--- config.mk ---
export PLATFORM = sky130hd
export DESIGN_NAME = command_frame_receiver_with_watchdog_unit
export DESIGN_NICKNAME = d
export VERILOG_FILES = /design/src/rtl/cfwd_pkg.sv /design/src/rtl/cfwd_in_reg.sv /design/src/rtl/cfwd_core.sv /design/src/rtl/cfwd_out_reg.sv /design/src/rtl/command_frame_receiver_with_watchdog_unit.sv
export SDC_FILE = /design/constraint.sdc
export NUM_CORES = 1
export LEC_CHECK = 0
export BUFFER_PORTS_ARGS = -buffer_cell sky130_fd_sc_hd__buf_2
export CORE_ASPECT_RATIO = 0.7
export CORE_UTILIZATION = 55
export CTS_BUF_LIST = sky130_fd_sc_hd__clkbuf_4
export DETAILED_ROUTE_END_ITERATION = 6
export PLACE_DENSITY = 0.73
export SYNTH_ARGS = -nofsm -noshare
export SYNTH_HDL_FRONTEND = slang
export SYNTH_SLANG_ARGS = --single-unit
--- constraint.sdc ---
create_clock -name clk -period 10.95 [get_ports clk]
set_input_delay 0 -clock clk [delete_from_list [all_inputs] [get_ports clk]]
set_output_delay 0 -clock clk [all_outputs]
set_load 0.02 [all_outputs]
--- src/rtl/cfwd_pkg.sv ---
package cfwd_pkg;

  localparam int unsigned FUNC_W = 2;
  localparam int unsigned BYTE_W = 8;
  localparam int unsigned TIME_W = 32;
  localparam int unsigned TMO_W  = 16;
  localparam int unsigned POS_W  = 3;
  localparam int unsigned CFG_IDX_W  = 2;
  localparam int unsigned CFG_DATA_W = 16;

  // Input item kinds
  localparam logic [FUNC_W-1:0] FUNC_BYTE = 2'd0;
  localparam logic [FUNC_W-1:0] FUNC_TICK = 2'd1;
  localparam logic [FUNC_W-1:0] FUNC_POLL = 2'd2;

  // Result actions
  localparam logic [1:0] ACT_NONE    = 2'd0;
  localparam logic [1:0] ACT_APPLY   = 2'd1;
  localparam logic [1:0] ACT_NEUTRAL = 2'd2;

  // Configuration register indexes
  localparam logic [CFG_IDX_W-1:0] CFG_HEADER  = 2'd0;
  localparam logic [CFG_IDX_W-1:0] CFG_ERR_LIM = 2'd1;
  localparam logic [CFG_IDX_W-1:0] CFG_TMO_LIM = 2'd2;
  localparam logic [CFG_IDX_W-1:0] CFG_TMO_ON  = 2'd3;

  // Frame layout: header, four command bytes, checksum
  localparam int unsigned      NUM_CMD    = 4;
  localparam logic [POS_W-1:0] POS_HUNT   = 3'd0;
  localparam logic [POS_W-1:0] POS_CHKSUM = 3'd5;
  localparam logic [3:0]       NIBBLE_MASK = 4'hF;
  localparam logic [BYTE_W-1:0] ERR_MAX   = 8'd255;

  typedef struct packed {
    logic [FUNC_W-1:0] func;
    logic [BYTE_W-1:0] rx_byte;
  } item_t;

  typedef struct packed {
    logic [1:0]               action;
    logic signed [BYTE_W-1:0] cmd_x;
    logic signed [BYTE_W-1:0] cmd_y;
    logic signed [BYTE_W-1:0] cmd_z;
    logic signed [BYTE_W-1:0] cmd_yaw;
    logic [BYTE_W-1:0]        bad_frames;
  } result_t;

  typedef struct packed {
    logic [BYTE_W-1:0] header_value;
    logic [BYTE_W-1:0] error_limit;
    logic [TMO_W-1:0]  timeout_limit_ms;
    logic              timeout_on;
  } cfg_t;

endpackage

--- src/rtl/cfwd_in_reg.sv ---
module cfwd_in_reg (
  input  logic           clk,
  input  logic           rst_n,
  input  logic           in_valid,
  output logic           in_stall,
  input  cfwd_pkg::item_t in_item,
  input  logic           advance,
  output logic           s1_valid,
  output cfwd_pkg::item_t s1_item
);
  import cfwd_pkg::*;

  logic  valid_r, valid_nxt;
  item_t item_r, item_nxt;
  logic  load;

  // Take a new transfer whenever the held item moves on or the stage is empty
  assign load     = advance || !valid_r;
  assign in_stall = !load;

  always_comb begin
    valid_nxt = valid_r;
    item_nxt  = item_r;
    if (load) begin
      valid_nxt = in_valid;
      item_nxt  = in_item;
    end
  end

  always_ff @(posedge clk) begin
    if (!rst_n) begin
      valid_r <= 1'b0;
    end else begin
      valid_r <= valid_nxt;
    end
  end

  always_ff @(posedge clk) begin
    item_r <= item_nxt;
  end

  assign s1_valid = valid_r;
  assign s1_item  = item_r;

endmodule

--- src/rtl/cfwd_core.sv ---
module cfwd_core (
  input  logic              clk,
  input  logic              rst_n,
  input  logic              step_en,
  input  cfwd_pkg::item_t   item,
  input  cfwd_pkg::cfg_t    cfg,
  output cfwd_pkg::result_t res
);
  import cfwd_pkg::*;

  logic [POS_W-1:0]  pos_r, pos_nxt;
  logic [BYTE_W-1:0] frame_r [NUM_CMD];
  logic [BYTE_W-1:0] frame_nxt [NUM_CMD];
  logic [BYTE_W-1:0] err_r, err_nxt;
  logic              mark_r, mark_nxt;
  logic [TIME_W-1:0] time_r, time_nxt;
  logic [TIME_W-1:0] last_r, last_nxt;
  logic [TIME_W-1:0] last_eff;
  logic [TIME_W-1:0] elapsed;
  logic [5:0]        nib_sum;

  assign nib_sum = {2'b00, frame_r[0][3:0] & NIBBLE_MASK}
                 + {2'b00, frame_r[1][3:0] & NIBBLE_MASK}
                 + {2'b00, frame_r[2][3:0] & NIBBLE_MASK}
                 + {2'b00, frame_r[3][3:0] & NIBBLE_MASK};

  // A pending good frame moves the reference time to now
  assign last_eff = mark_r ? time_r : last_r;
  assign elapsed  = time_r - last_eff;

  always_comb begin
    pos_nxt   = pos_r;
    frame_nxt = frame_r;
    err_nxt   = err_r;
    mark_nxt  = mark_r;
    time_nxt  = time_r;
    last_nxt  = last_r;
    res       = '0;
    res.action = ACT_NONE;

    case (item.func)
      FUNC_BYTE: begin
        if (pos_r == POS_HUNT) begin
          if (item.rx_byte == cfg.header_value) begin
            pos_nxt = POS_HUNT + 3'd1;
          end
        end else if (pos_r < POS_CHKSUM) begin
          for (int i = 0; i < NUM_CMD; i++) begin
            if (pos_r == POS_W'(i + 1)) begin
              frame_nxt[i] = item.rx_byte;
            end
          end
          pos_nxt = pos_r + 3'd1;
        end else begin
          if ({2'b00, nib_sum} == item.rx_byte) begin
            res.action  = ACT_APPLY;
            res.cmd_x   = frame_r[0];
            res.cmd_y   = frame_r[1];
            res.cmd_z   = frame_r[2];
            res.cmd_yaw = frame_r[3];
            mark_nxt    = 1'b1;
            err_nxt     = '0;
          end else begin
            if (err_r != ERR_MAX) begin
              err_nxt = err_r + 8'd1;
            end
            if (err_nxt >= cfg.error_limit) begin
              res.action = ACT_NEUTRAL;
            end
          end
          pos_nxt = POS_HUNT;
        end
      end
      FUNC_TICK: begin
        time_nxt = time_r + 32'd1;
      end
      FUNC_POLL: begin
        mark_nxt = 1'b0;
        last_nxt = last_eff;
        if (cfg.timeout_on && (elapsed > {16'd0, cfg.timeout_limit_ms})) begin
          res.action = ACT_NEUTRAL;
          err_nxt    = '0;
          last_nxt   = time_r;
        end
      end
      default: begin
      end
    endcase

    res.bad_frames = err_nxt;
  end

  always_ff @(posedge clk) begin
    if (!rst_n) begin
      pos_r  <= POS_HUNT;
      err_r  <= '0;
      mark_r <= 1'b0;
      time_r <= '0;
      last_r <= '0;
    end else if (step_en) begin
      pos_r  <= pos_nxt;
      err_r  <= err_nxt;
      mark_r <= mark_nxt;
      time_r <= time_nxt;
      last_r <= last_nxt;
    end
  end

  always_ff @(posedge clk) begin
    if (step_en) begin
      frame_r <= frame_nxt;
    end
  end

endmodule

--- src/rtl/cfwd_out_reg.sv ---
module cfwd_out_reg (
  input  logic              clk,
  input  logic              rst_n,
  input  logic              s1_valid,
  input  cfwd_pkg::result_t res_in,
  output logic              advance,
  output logic              out_valid,
  input  logic              out_stall,
  output cfwd_pkg::result_t res_out
);
  import cfwd_pkg::*;

  logic    valid_r, valid_nxt;
  result_t res_r, res_nxt;

  // Advance a held item when the result slot is empty or its transfer completes now
  assign advance = s1_valid && (!valid_r || !out_stall);

  always_comb begin
    valid_nxt = valid_r;
    res_nxt   = res_r;
    if (advance) begin
      valid_nxt = 1'b1;
      res_nxt   = res_in;
    end else if (!out_stall) begin
      valid_nxt = 1'b0;
    end
  end

  always_ff @(posedge clk) begin
    if (!rst_n) begin
      valid_r <= 1'b0;
    end else begin
      valid_r <= valid_nxt;
    end
  end

  always_ff @(posedge clk) begin
    res_r <= res_nxt;
  end

  assign out_valid = valid_r;
  assign res_out   = res_r;

endmodule

--- src/rtl/command_frame_receiver_with_watchdog_unit.sv ---
// Channel   Ports                                       Direction
// input     in_valid, in_stall, in_func, in_rx_byte     item in
// result    out_valid, out_stall, out_action, out_cmd_*,
//           out_bad_frames                              result out
// config    cfg_we, cfg_idx, cfg_wdata                  register write
//
// One item per clock while out_stall is low; each item gives exactly one
// result, passing through the input register, then the result register.
// Between these two registers lies the combinational frame/watchdog
// step, whose longest path is the 32-bit elapsed-time subtract and compare.
// Reset (rst_n low, synchronous) hunts for a header with all counters zero.
// A stalled result holds; the input register still fills, then stalls.
module command_frame_receiver_with_watchdog_unit (
  input  logic                             clk,
  input  logic                             rst_n,
  input  logic                             in_valid,
  output logic                             in_stall,
  input  logic [cfwd_pkg::FUNC_W-1:0]      in_func,
  input  logic [cfwd_pkg::BYTE_W-1:0]      in_rx_byte,
  output logic                             out_valid,
  input  logic                             out_stall,
  output logic [1:0]                       out_action,
  output logic signed [cfwd_pkg::BYTE_W-1:0] out_cmd_x,
  output logic signed [cfwd_pkg::BYTE_W-1:0] out_cmd_y,
  output logic signed [cfwd_pkg::BYTE_W-1:0] out_cmd_z,
  output logic signed [cfwd_pkg::BYTE_W-1:0] out_cmd_yaw,
  output logic [cfwd_pkg::BYTE_W-1:0]      out_bad_frames,
  input  logic                             cfg_we,
  input  logic [cfwd_pkg::CFG_IDX_W-1:0]   cfg_idx,
  input  logic [cfwd_pkg::CFG_DATA_W-1:0]  cfg_wdata
);
  import cfwd_pkg::*;

  cfg_t    cfg_r, cfg_nxt;
  item_t   in_item, s1_item;
  logic    s1_valid;
  logic    advance;
  result_t core_res, out_res;

  always_comb begin
    cfg_nxt = cfg_r;
    if (cfg_we) begin
      case (cfg_idx)
        CFG_HEADER:  cfg_nxt.header_value     = cfg_wdata[BYTE_W-1:0];
        CFG_ERR_LIM: cfg_nxt.error_limit      = cfg_wdata[BYTE_W-1:0];
        CFG_TMO_LIM: cfg_nxt.timeout_limit_ms = cfg_wdata[TMO_W-1:0];
        CFG_TMO_ON:  cfg_nxt.timeout_on       = cfg_wdata[0];
        default: begin
        end
      endcase
    end
  end

  always_ff @(posedge clk) begin
    if (!rst_n) begin
      cfg_r.header_value     <= 8'd170;
      cfg_r.error_limit      <= 8'd3;
      cfg_r.timeout_limit_ms <= 16'd500;
      cfg_r.timeout_on       <= 1'b1;
    end else begin
      cfg_r <= cfg_nxt;
    end
  end

  assign in_item.func    = in_func;
  assign in_item.rx_byte = in_rx_byte;

  cfwd_in_reg u_in_reg (
    .clk      (clk),
    .rst_n    (rst_n),
    .in_valid (in_valid),
    .in_stall (in_stall),
    .in_item  (in_item),
    .advance  (advance),
    .s1_valid (s1_valid),
    .s1_item  (s1_item)
  );

  cfwd_core u_core (
    .clk     (clk),
    .rst_n   (rst_n),
    .step_en (advance),
    .item    (s1_item),
    .cfg     (cfg_r),
    .res     (core_res)
  );

  cfwd_out_reg u_out_reg (
    .clk       (clk),
    .rst_n     (rst_n),
    .s1_valid  (s1_valid),
    .res_in    (core_res),
    .advance   (advance),
    .out_valid (out_valid),
    .out_stall (out_stall),
    .res_out   (out_res)
  );

  assign out_action     = out_res.action;
  assign out_cmd_x      = out_res.cmd_x;
  assign out_cmd_y      = out_res.cmd_y;
  assign out_cmd_z      = out_res.cmd_z;
  assign out_cmd_yaw    = out_res.cmd_yaw;
  assign out_bad_frames = out_res.bad_frames;

`ifndef SYNTHESIS
  a_stall_only_when_full: assert property (@(posedge clk) disable iff (!rst_n)
    in_stall |-> s1_valid)
    else $error("input stalled with empty input register");

  a_apply_clears_errors: assert property (@(posedge clk) disable iff (!rst_n)
    (out_valid && out_action == ACT_APPLY) |-> (out_bad_frames == '0))
    else $error("applied frame with nonzero error count");

  a_cmd_zero_unless_apply: assert property (@(posedge clk) disable iff (!rst_n)
    (out_valid && out_action != ACT_APPLY) |->
      (out_cmd_x == '0 && out_cmd_y == '0 && out_cmd_z == '0 && out_cmd_yaw == '0))
    else $error("command fields set without apply");

  a_step_loads_result: assert property (@(posedge clk) disable iff (!rst_n)
    advance |=> out_valid)
    else $error("stepped item produced no result");
`endif

endmodule
# After elaboration in Yosys (flattened, before gate mapping)
# Index checks and enable logic that the tools add are counted.
word_totals:
  register_bits: 195
  latchBits: 0
  ramBits: 0
  mem_bits_ro: 0
  output_inout_bits: 44
  word_cells: 106
  mem_count: 0
classes:
  addsub: 7
  multipliers: 0
  n_div: 0
  order_cmp: 3
  n_eq_ne: 17
  shifts: 0
  mux: 28
  bitwise_logic: 3
  n_reduce_logical: 25
ops:
  columns: ["cell", "count"]
  rows:
  - ["$mux W32", 3]
  - ["$mux W8", 9]
  - ["$mux W34", 2]
  - ["$add A32 B1 Y32 const B", 1]
  - ["$gt A32 B16 Y1", 1]
  - ["$sub A32 B32 Y32", 1]
  - ["$reduce_and A5 Y1", 5]
  - ["$pmux W8 S2", 1]
  - ["$add A6 B4 Y6", 2]
  - ["$reduce_and A2 Y1", 6]
  - ["$mux W3", 3]
  - ["$add A8 B1 Y8 const B", 1]
  - ["$eq A6 B8 Y1", 1]
  - ["$eq A8 B8 Y1", 1]
  - ["$ge A8 B8 Y1", 1]
  - ["$ne A8 B8 Y1 const B", 1]
  - ["$eq A2 B2 Y1 const B", 3]
  - ["$eq A3 B2 Y1 const B", 2]
  - ["$mux W2", 3]
  - ["$ne A2 B2 Y1 const B", 3]
  - ["$add A4 B4 Y5", 1]
  - ["$mux W1", 5]
  - ["$eq A2 B1 Y1 const B", 2]
  - ["$logic_not A1 Y1", 4]
  - ["other kinds (15)", 21]

# Depth between registers and ports, before layout
logic_depth:
  word_depth: 14
  depth_mapped: 23

# By module
# From an unflattened synthesis, not the netlist that was laid out.
hier_totals:
  hier_cells: 1186
  area_unflattened_um2: 11424.7
modules_own_cells:
  columns: ["module", "n_inst", "cells_per_inst", "area_each_um2"]
  rows:
  - ["cfwd_core", 1, 987, 8425.6]
  - ["command_frame_receiver_with_watchdog_unit", 1, 139, 1353.8]
  - ["cfwd_out_reg", 1, 46, 1300.0]
  - ["cfwd_in_reg", 1, 14, 345.3]

# Worst setup path after synthesis
# No wires, ideal clock.
synth_timing:
  kind: "register -> register"
  start: "reg u_core.mark_r"
  end: "reg u_out_reg.res_r, in the netlist u_out_reg.res_out[7] (data pin)"
  setup_time_ns: 0.149
  arrival_ns: 4.698
  path_slack_ns: 6.103
  stages_incl_launch_ff: 22
  synth_period_minus_slack_ns: 4.847
  cell_sequence: "dfxtp_1 clkbuf_1 mux2_2 ha_1 fa_1 and2b_1 o2111ai_2 a2111o_1 nand2_1 nor2_1 xnor2_1 ha_1 nand4_1 nor4_1 a21oi_1 a2111o_1 and4bb_1 and4_1 buf_4 a31oi_1 buf_2 a2bb2oi_1"
synth_rtl:
  columns: ["element", "line_no", "source"]
  rows:
  - ["start: declaration", "cfwd_core.sv:15", "logic mark_r, mark_nxt;"]
  - ["start signal: assignment", "cfwd_core.sv:103", "mark_r <= mark_nxt;"]
  - ["end signal: assignment", "cfwd_out_reg.sv:39", "res_r <= res_nxt;"]
  - ["end: declaration", "cfwd_out_reg.sv:14", "result_t res_r, res_nxt;"]

# Worst setup path after layout
layout_timing:
  start: "reg u_core.mark_r"
  end: "reg u_core.last_r[24]"
layout_via:
  elab_chain_cells: 5
layout_rtl:
  columns: ["element", "line_no", "source"]
  rows:
  - ["$mux W32 (*)", "cfwd_core.sv:28", "assign last_eff = mark_r ? time_r : last_r;"]
  - ["$sub A32 B32 Y32", "cfwd_core.sv:29", "assign elapsed = time_r - last_eff;"]
  - ["$gt A32 B16 Y1", "cfwd_core.sv:80", "if (cfg.timeout_on && (elapsed > {16'd0, cfg.timeout_limit_ms})) begin"]
  - ["$logic_and A1 B1 Y1", "cfwd_core.sv:80", null]
  - ["$mux W32 (*)", "cfwd_core.sv:80", null]
  - ["end signal: assignment", "cfwd_core.sv:105", "last_r <= last_nxt;"]
  - ["end: declaration", "cfwd_core.sv:17", "logic [TIME_W-1:0] last_r, last_nxt;"]
# Mark *: on every way between the ends. The rest lies on a longest branch, timed or not.
# A chain may end at the register's enable or synchronous reset.

==> impl_metrics.tcl <==
set metrics [dict create \
    grt.total_usage 0.260 \
    yosys_warnings 0 \
    yosys-top-cells-area "edfxtp_1 22%, dfxtp_1 19%, ha_1 7.8%, mux2i_1 6.3%, nand2_1 5.8%" \
    synth-xor-area-share 0.0471 \
    grt_pass1_wl_mm 44.0 \
    postCtsSetupBuffers 0 \
    crit_required_ns 11.49 \
    regArea_mm2 0.00475 \
    crit_fanout 21 \
    min_period_ns 5.77 \
    cts_tree "yes" \
    multi_input_area_mm2 0.00626 \
    startpoint "u_core.mark_r" \
    worstSetupEndpoint "u_core.last_r[24]" \
    slew_headroom 0.209 \
    wl_met1_mm 14.3 \
    cts_buffers 17 \
    finalSetupViolCount 0 \
    port_buffers 76 \
    p_leak_nw 4.97 \
    async_flop_share 0 \
    final-hold-violation-count 0 \
    ctsHoldBuffers 48 \
    clk_latency_ns 0.62 \
    min_path_cells 2 \
    synth_top_family_by_area "simple AND/OR/NAND/NOR gates" \
    synth_edf_count 84 \
    ctsResizeCount 0 \
    synth_simple_gate_area_frac 0.192 \
    finalClockSkew_ns 0.0345 \
    cts_root_buffer "clkbuf_4" \
    ff2ff_setup_slack_ns 5.18 \
    drc 0 \
    synthMuxAreaShare 0.0682 \
    rsz0062_at_grt "no" \
    r2r-start "u_core.mark_r" \
    synth_common_cells "178 x nand2_1, 111 x dfxtp_1, 84 x edfxtp_1, 73 x mux2i_1, 72 x ha_1" \
    clockBufferDepth 2 \
    place_hpwl_mm 19.2 \
    yosysTopAreaCell "edfxtp_1" \
    coreArea_mm2 0.0202 \
    syn_nets 1350 \
    row_count 43 \
    vias_per_cell 5.72 \
    cp-start-kind "flip-flop" \
    fin_crit_sh 0.527 \
    design_area_mm2 0.0128 \
    grt_overflow 0 \
    grt_pass1_vias 8405 \
    dr_wl_met3_mm 1.61 \
    synth.avg_cell_area_um2 9.32 \
    dieWidth_um 175 \
    n_fill_cell 1738 \
    cp.arrival_ns 6.31 \
    status "finished, final reports clean" \
    synth.distinct_cells 80 \
    final.setup.worst_slack_ns 5.18 \
    synth_compound_area_frac 0.145 \
    route.met2.wl_mm 10.7 \
    drtAntennaViolNets 0 \
    synthCells 1238 \
    cts_sinks 195 \
    r2r_end "u_core.last_r[24]" \
    worst_slew_pin_slew_ns 1.18 \
    crit_path_end_kind "flip-flop" \
    dr.max_layer_used "met4" \
    antenna_found_initial 1 \
    cts_max_level 4 \
    die_y_um 123 \
    ios 77 \
    yosysMostFrequentCell "nand2_1" \
    max_cap_violations 0 \
    pre_cts_slack_ns 5.25 \
    drt_iter0_markers 797 \
    area_growth_pct 11.0 \
    finalWeightedCongestion 0.911 \
    slew_violations 0 \
    routedWlPerCell_um 16.7 \
    final_util 0.635 \
    ys_seq_area_frac 0.411 \
    ys.flop_type "dfxtp_1" \
    synth_area_mm2 0.0115 \
    clk_pin_slew_ns 0.18 \
    timing.fmax_mhz 173 \
    synth_fa_ha_area_frac 0.0902 \
    synth_top_area_frac 0.219 \
    vias 9216 \
    synth_seq_cells 195 \
    start_util 0.572 \
    die_area_mm2 0.0216 \
    rr_worst_depth 19 \
    hold_class "input pin to flip-flop" \
    irDropWorstVdd_uv 91.9 \
    drive_gt1_frac 0.104 \
    setup_tns_ns 0 \
    criticalPathCategory "flip-flop to flip-flop" \
    drt-total-wl_mm 26.9 \
    grt_max_degree 98 \
    dr.pass1.iters 5 \
    antenna_cells 0 \
    placed_cell_area_mm2 0.0121 \
    nets 1440 \
    cellPowerDensity_mw_per_mm2 98.6 \
]
where the power goes:
group          switching, mW  internal, mW  leakage (nW)  total [mW]
Combinational         0.0490        0.0350          3.12      0.0840
Clock                  0.277         0.119         0.146       0.396
Sequential            0.0119         0.771          1.70       0.783
sequential cells by signal, summed over array words and instances, names as in the netlist:
signal,count
u_core.mark_r,1
u_out_reg.out_valid,1
u_out_reg.res_out,42
u_core.last_r,32
u_in_reg.s1_item,10
u_in_reg.s1_valid,1
u_core.time_r,32
cfg_r,33
u_core.pos_r,3
u_core.frame_r,32
u_core.err_r,8
layer usage:
layer / up-vias / track usage
met3: 16 / 0.0470
met1: 4351 / 0.408
met2: 287 / 0.368
met5: - / 0
li1: 4562 / -
met4: 0 / 0.0554
final cells by class:
cell class	count	area share
Timing Repair Buffer	132	0.0721
Clock buffer	17	0.00996
Sequential cell	195	0.370
Tap cell	270	0.0264
Inverter	71	0.0208
Multi-Input combinational cell	911	0.489
Clock inverter	15	0.0115
cell families (layout without fill, tap and decap cells):
family / Yosys count / count (layout)
compound gates: 246 / 246
xor+xnor: 62 / 62
fa+ha+maj: 79 / 79
buf+inv: 132 / 235
flops: 195 / 195
mux: 78 / 78
simple gates: 446 / 446
through the flow:
| stage | hold slack (ns) | power, mW | instances |
|---|---|---|---|
| finish | 0.0777 | 1.26 | 1611 |
| global route | 0.0413 | 1.31 | 1611 |
| CTS | 0.0456 | 1.27 | 1611 |
| detailed placement | 0.178 | 0.870 | 1531 |
| global placement | 0.176 | 0.868 | 1531 |
| floorplan | 0.0989 | 0.842 | 1238 |
layout by cell type (no fill, tap or decap), drive strengths merged, types with 9 or more instances in the layout:
cell,netlist,final
a21oi,57,57
xor2,14,14
dfxtp,111,111
or3,10,10
nor2,45,45
o21ai,52,52
nand2,178,178
and2,63,63
a21boi,26,26
mux2i,73,73
edfxtp,84,84
dlygate4sd3,0,48
nand4,21,21
clkbuf,46,17
and3,13,13
nand3,40,40
a211oi,10,10
ha,72,72
a21o,16,16
a31oi,9,9
o21a,11,11
o211ai,19,19
xnor2,48,48
nor3,20,20
inv,70,79
nor2b,19,19
buf,15,84
worst min path at each step:
stage | startpoint | end
3_5_place_dp | in_rx_byte[3] | u_in_reg.s1_item[3]
2_1_floorplan | in_rx_byte[0] | u_in_reg.s1_item[0]
4_1_cts | in_rx_byte[3] | u_in_reg.s1_item[3]
6_report | in_rx_byte[1] | u_in_reg.s1_item[1]
5_1_grt | in_rx_byte[1] | u_in_reg.s1_item[1]
3_3_place_gp | in_rx_byte[1] | u_in_reg.s1_item[1]
worst max-delay path: stages, from the launching register on:
cell and delay [ns]:
dfxtp_2 0.65, mux2_2 0.39, ha_1 0.21, fa_1 0.42, and2b_1 0.26, o2111ai_2 0.16, a2111o_1 0.50, nand2_1 0.09
nor2_1 0.05, xnor2_1 0.13, ha_1 0.33, nand4_1 0.15, a2111o_1 0.42, a21oi_1 0.16, a2111o_1 0.11, and4bb_1 0.16
and4_1 0.23, a21oi_4 0.53, buf_4 0.47, mux2i_1 0.23
Power figures use the tool's default switching activity.
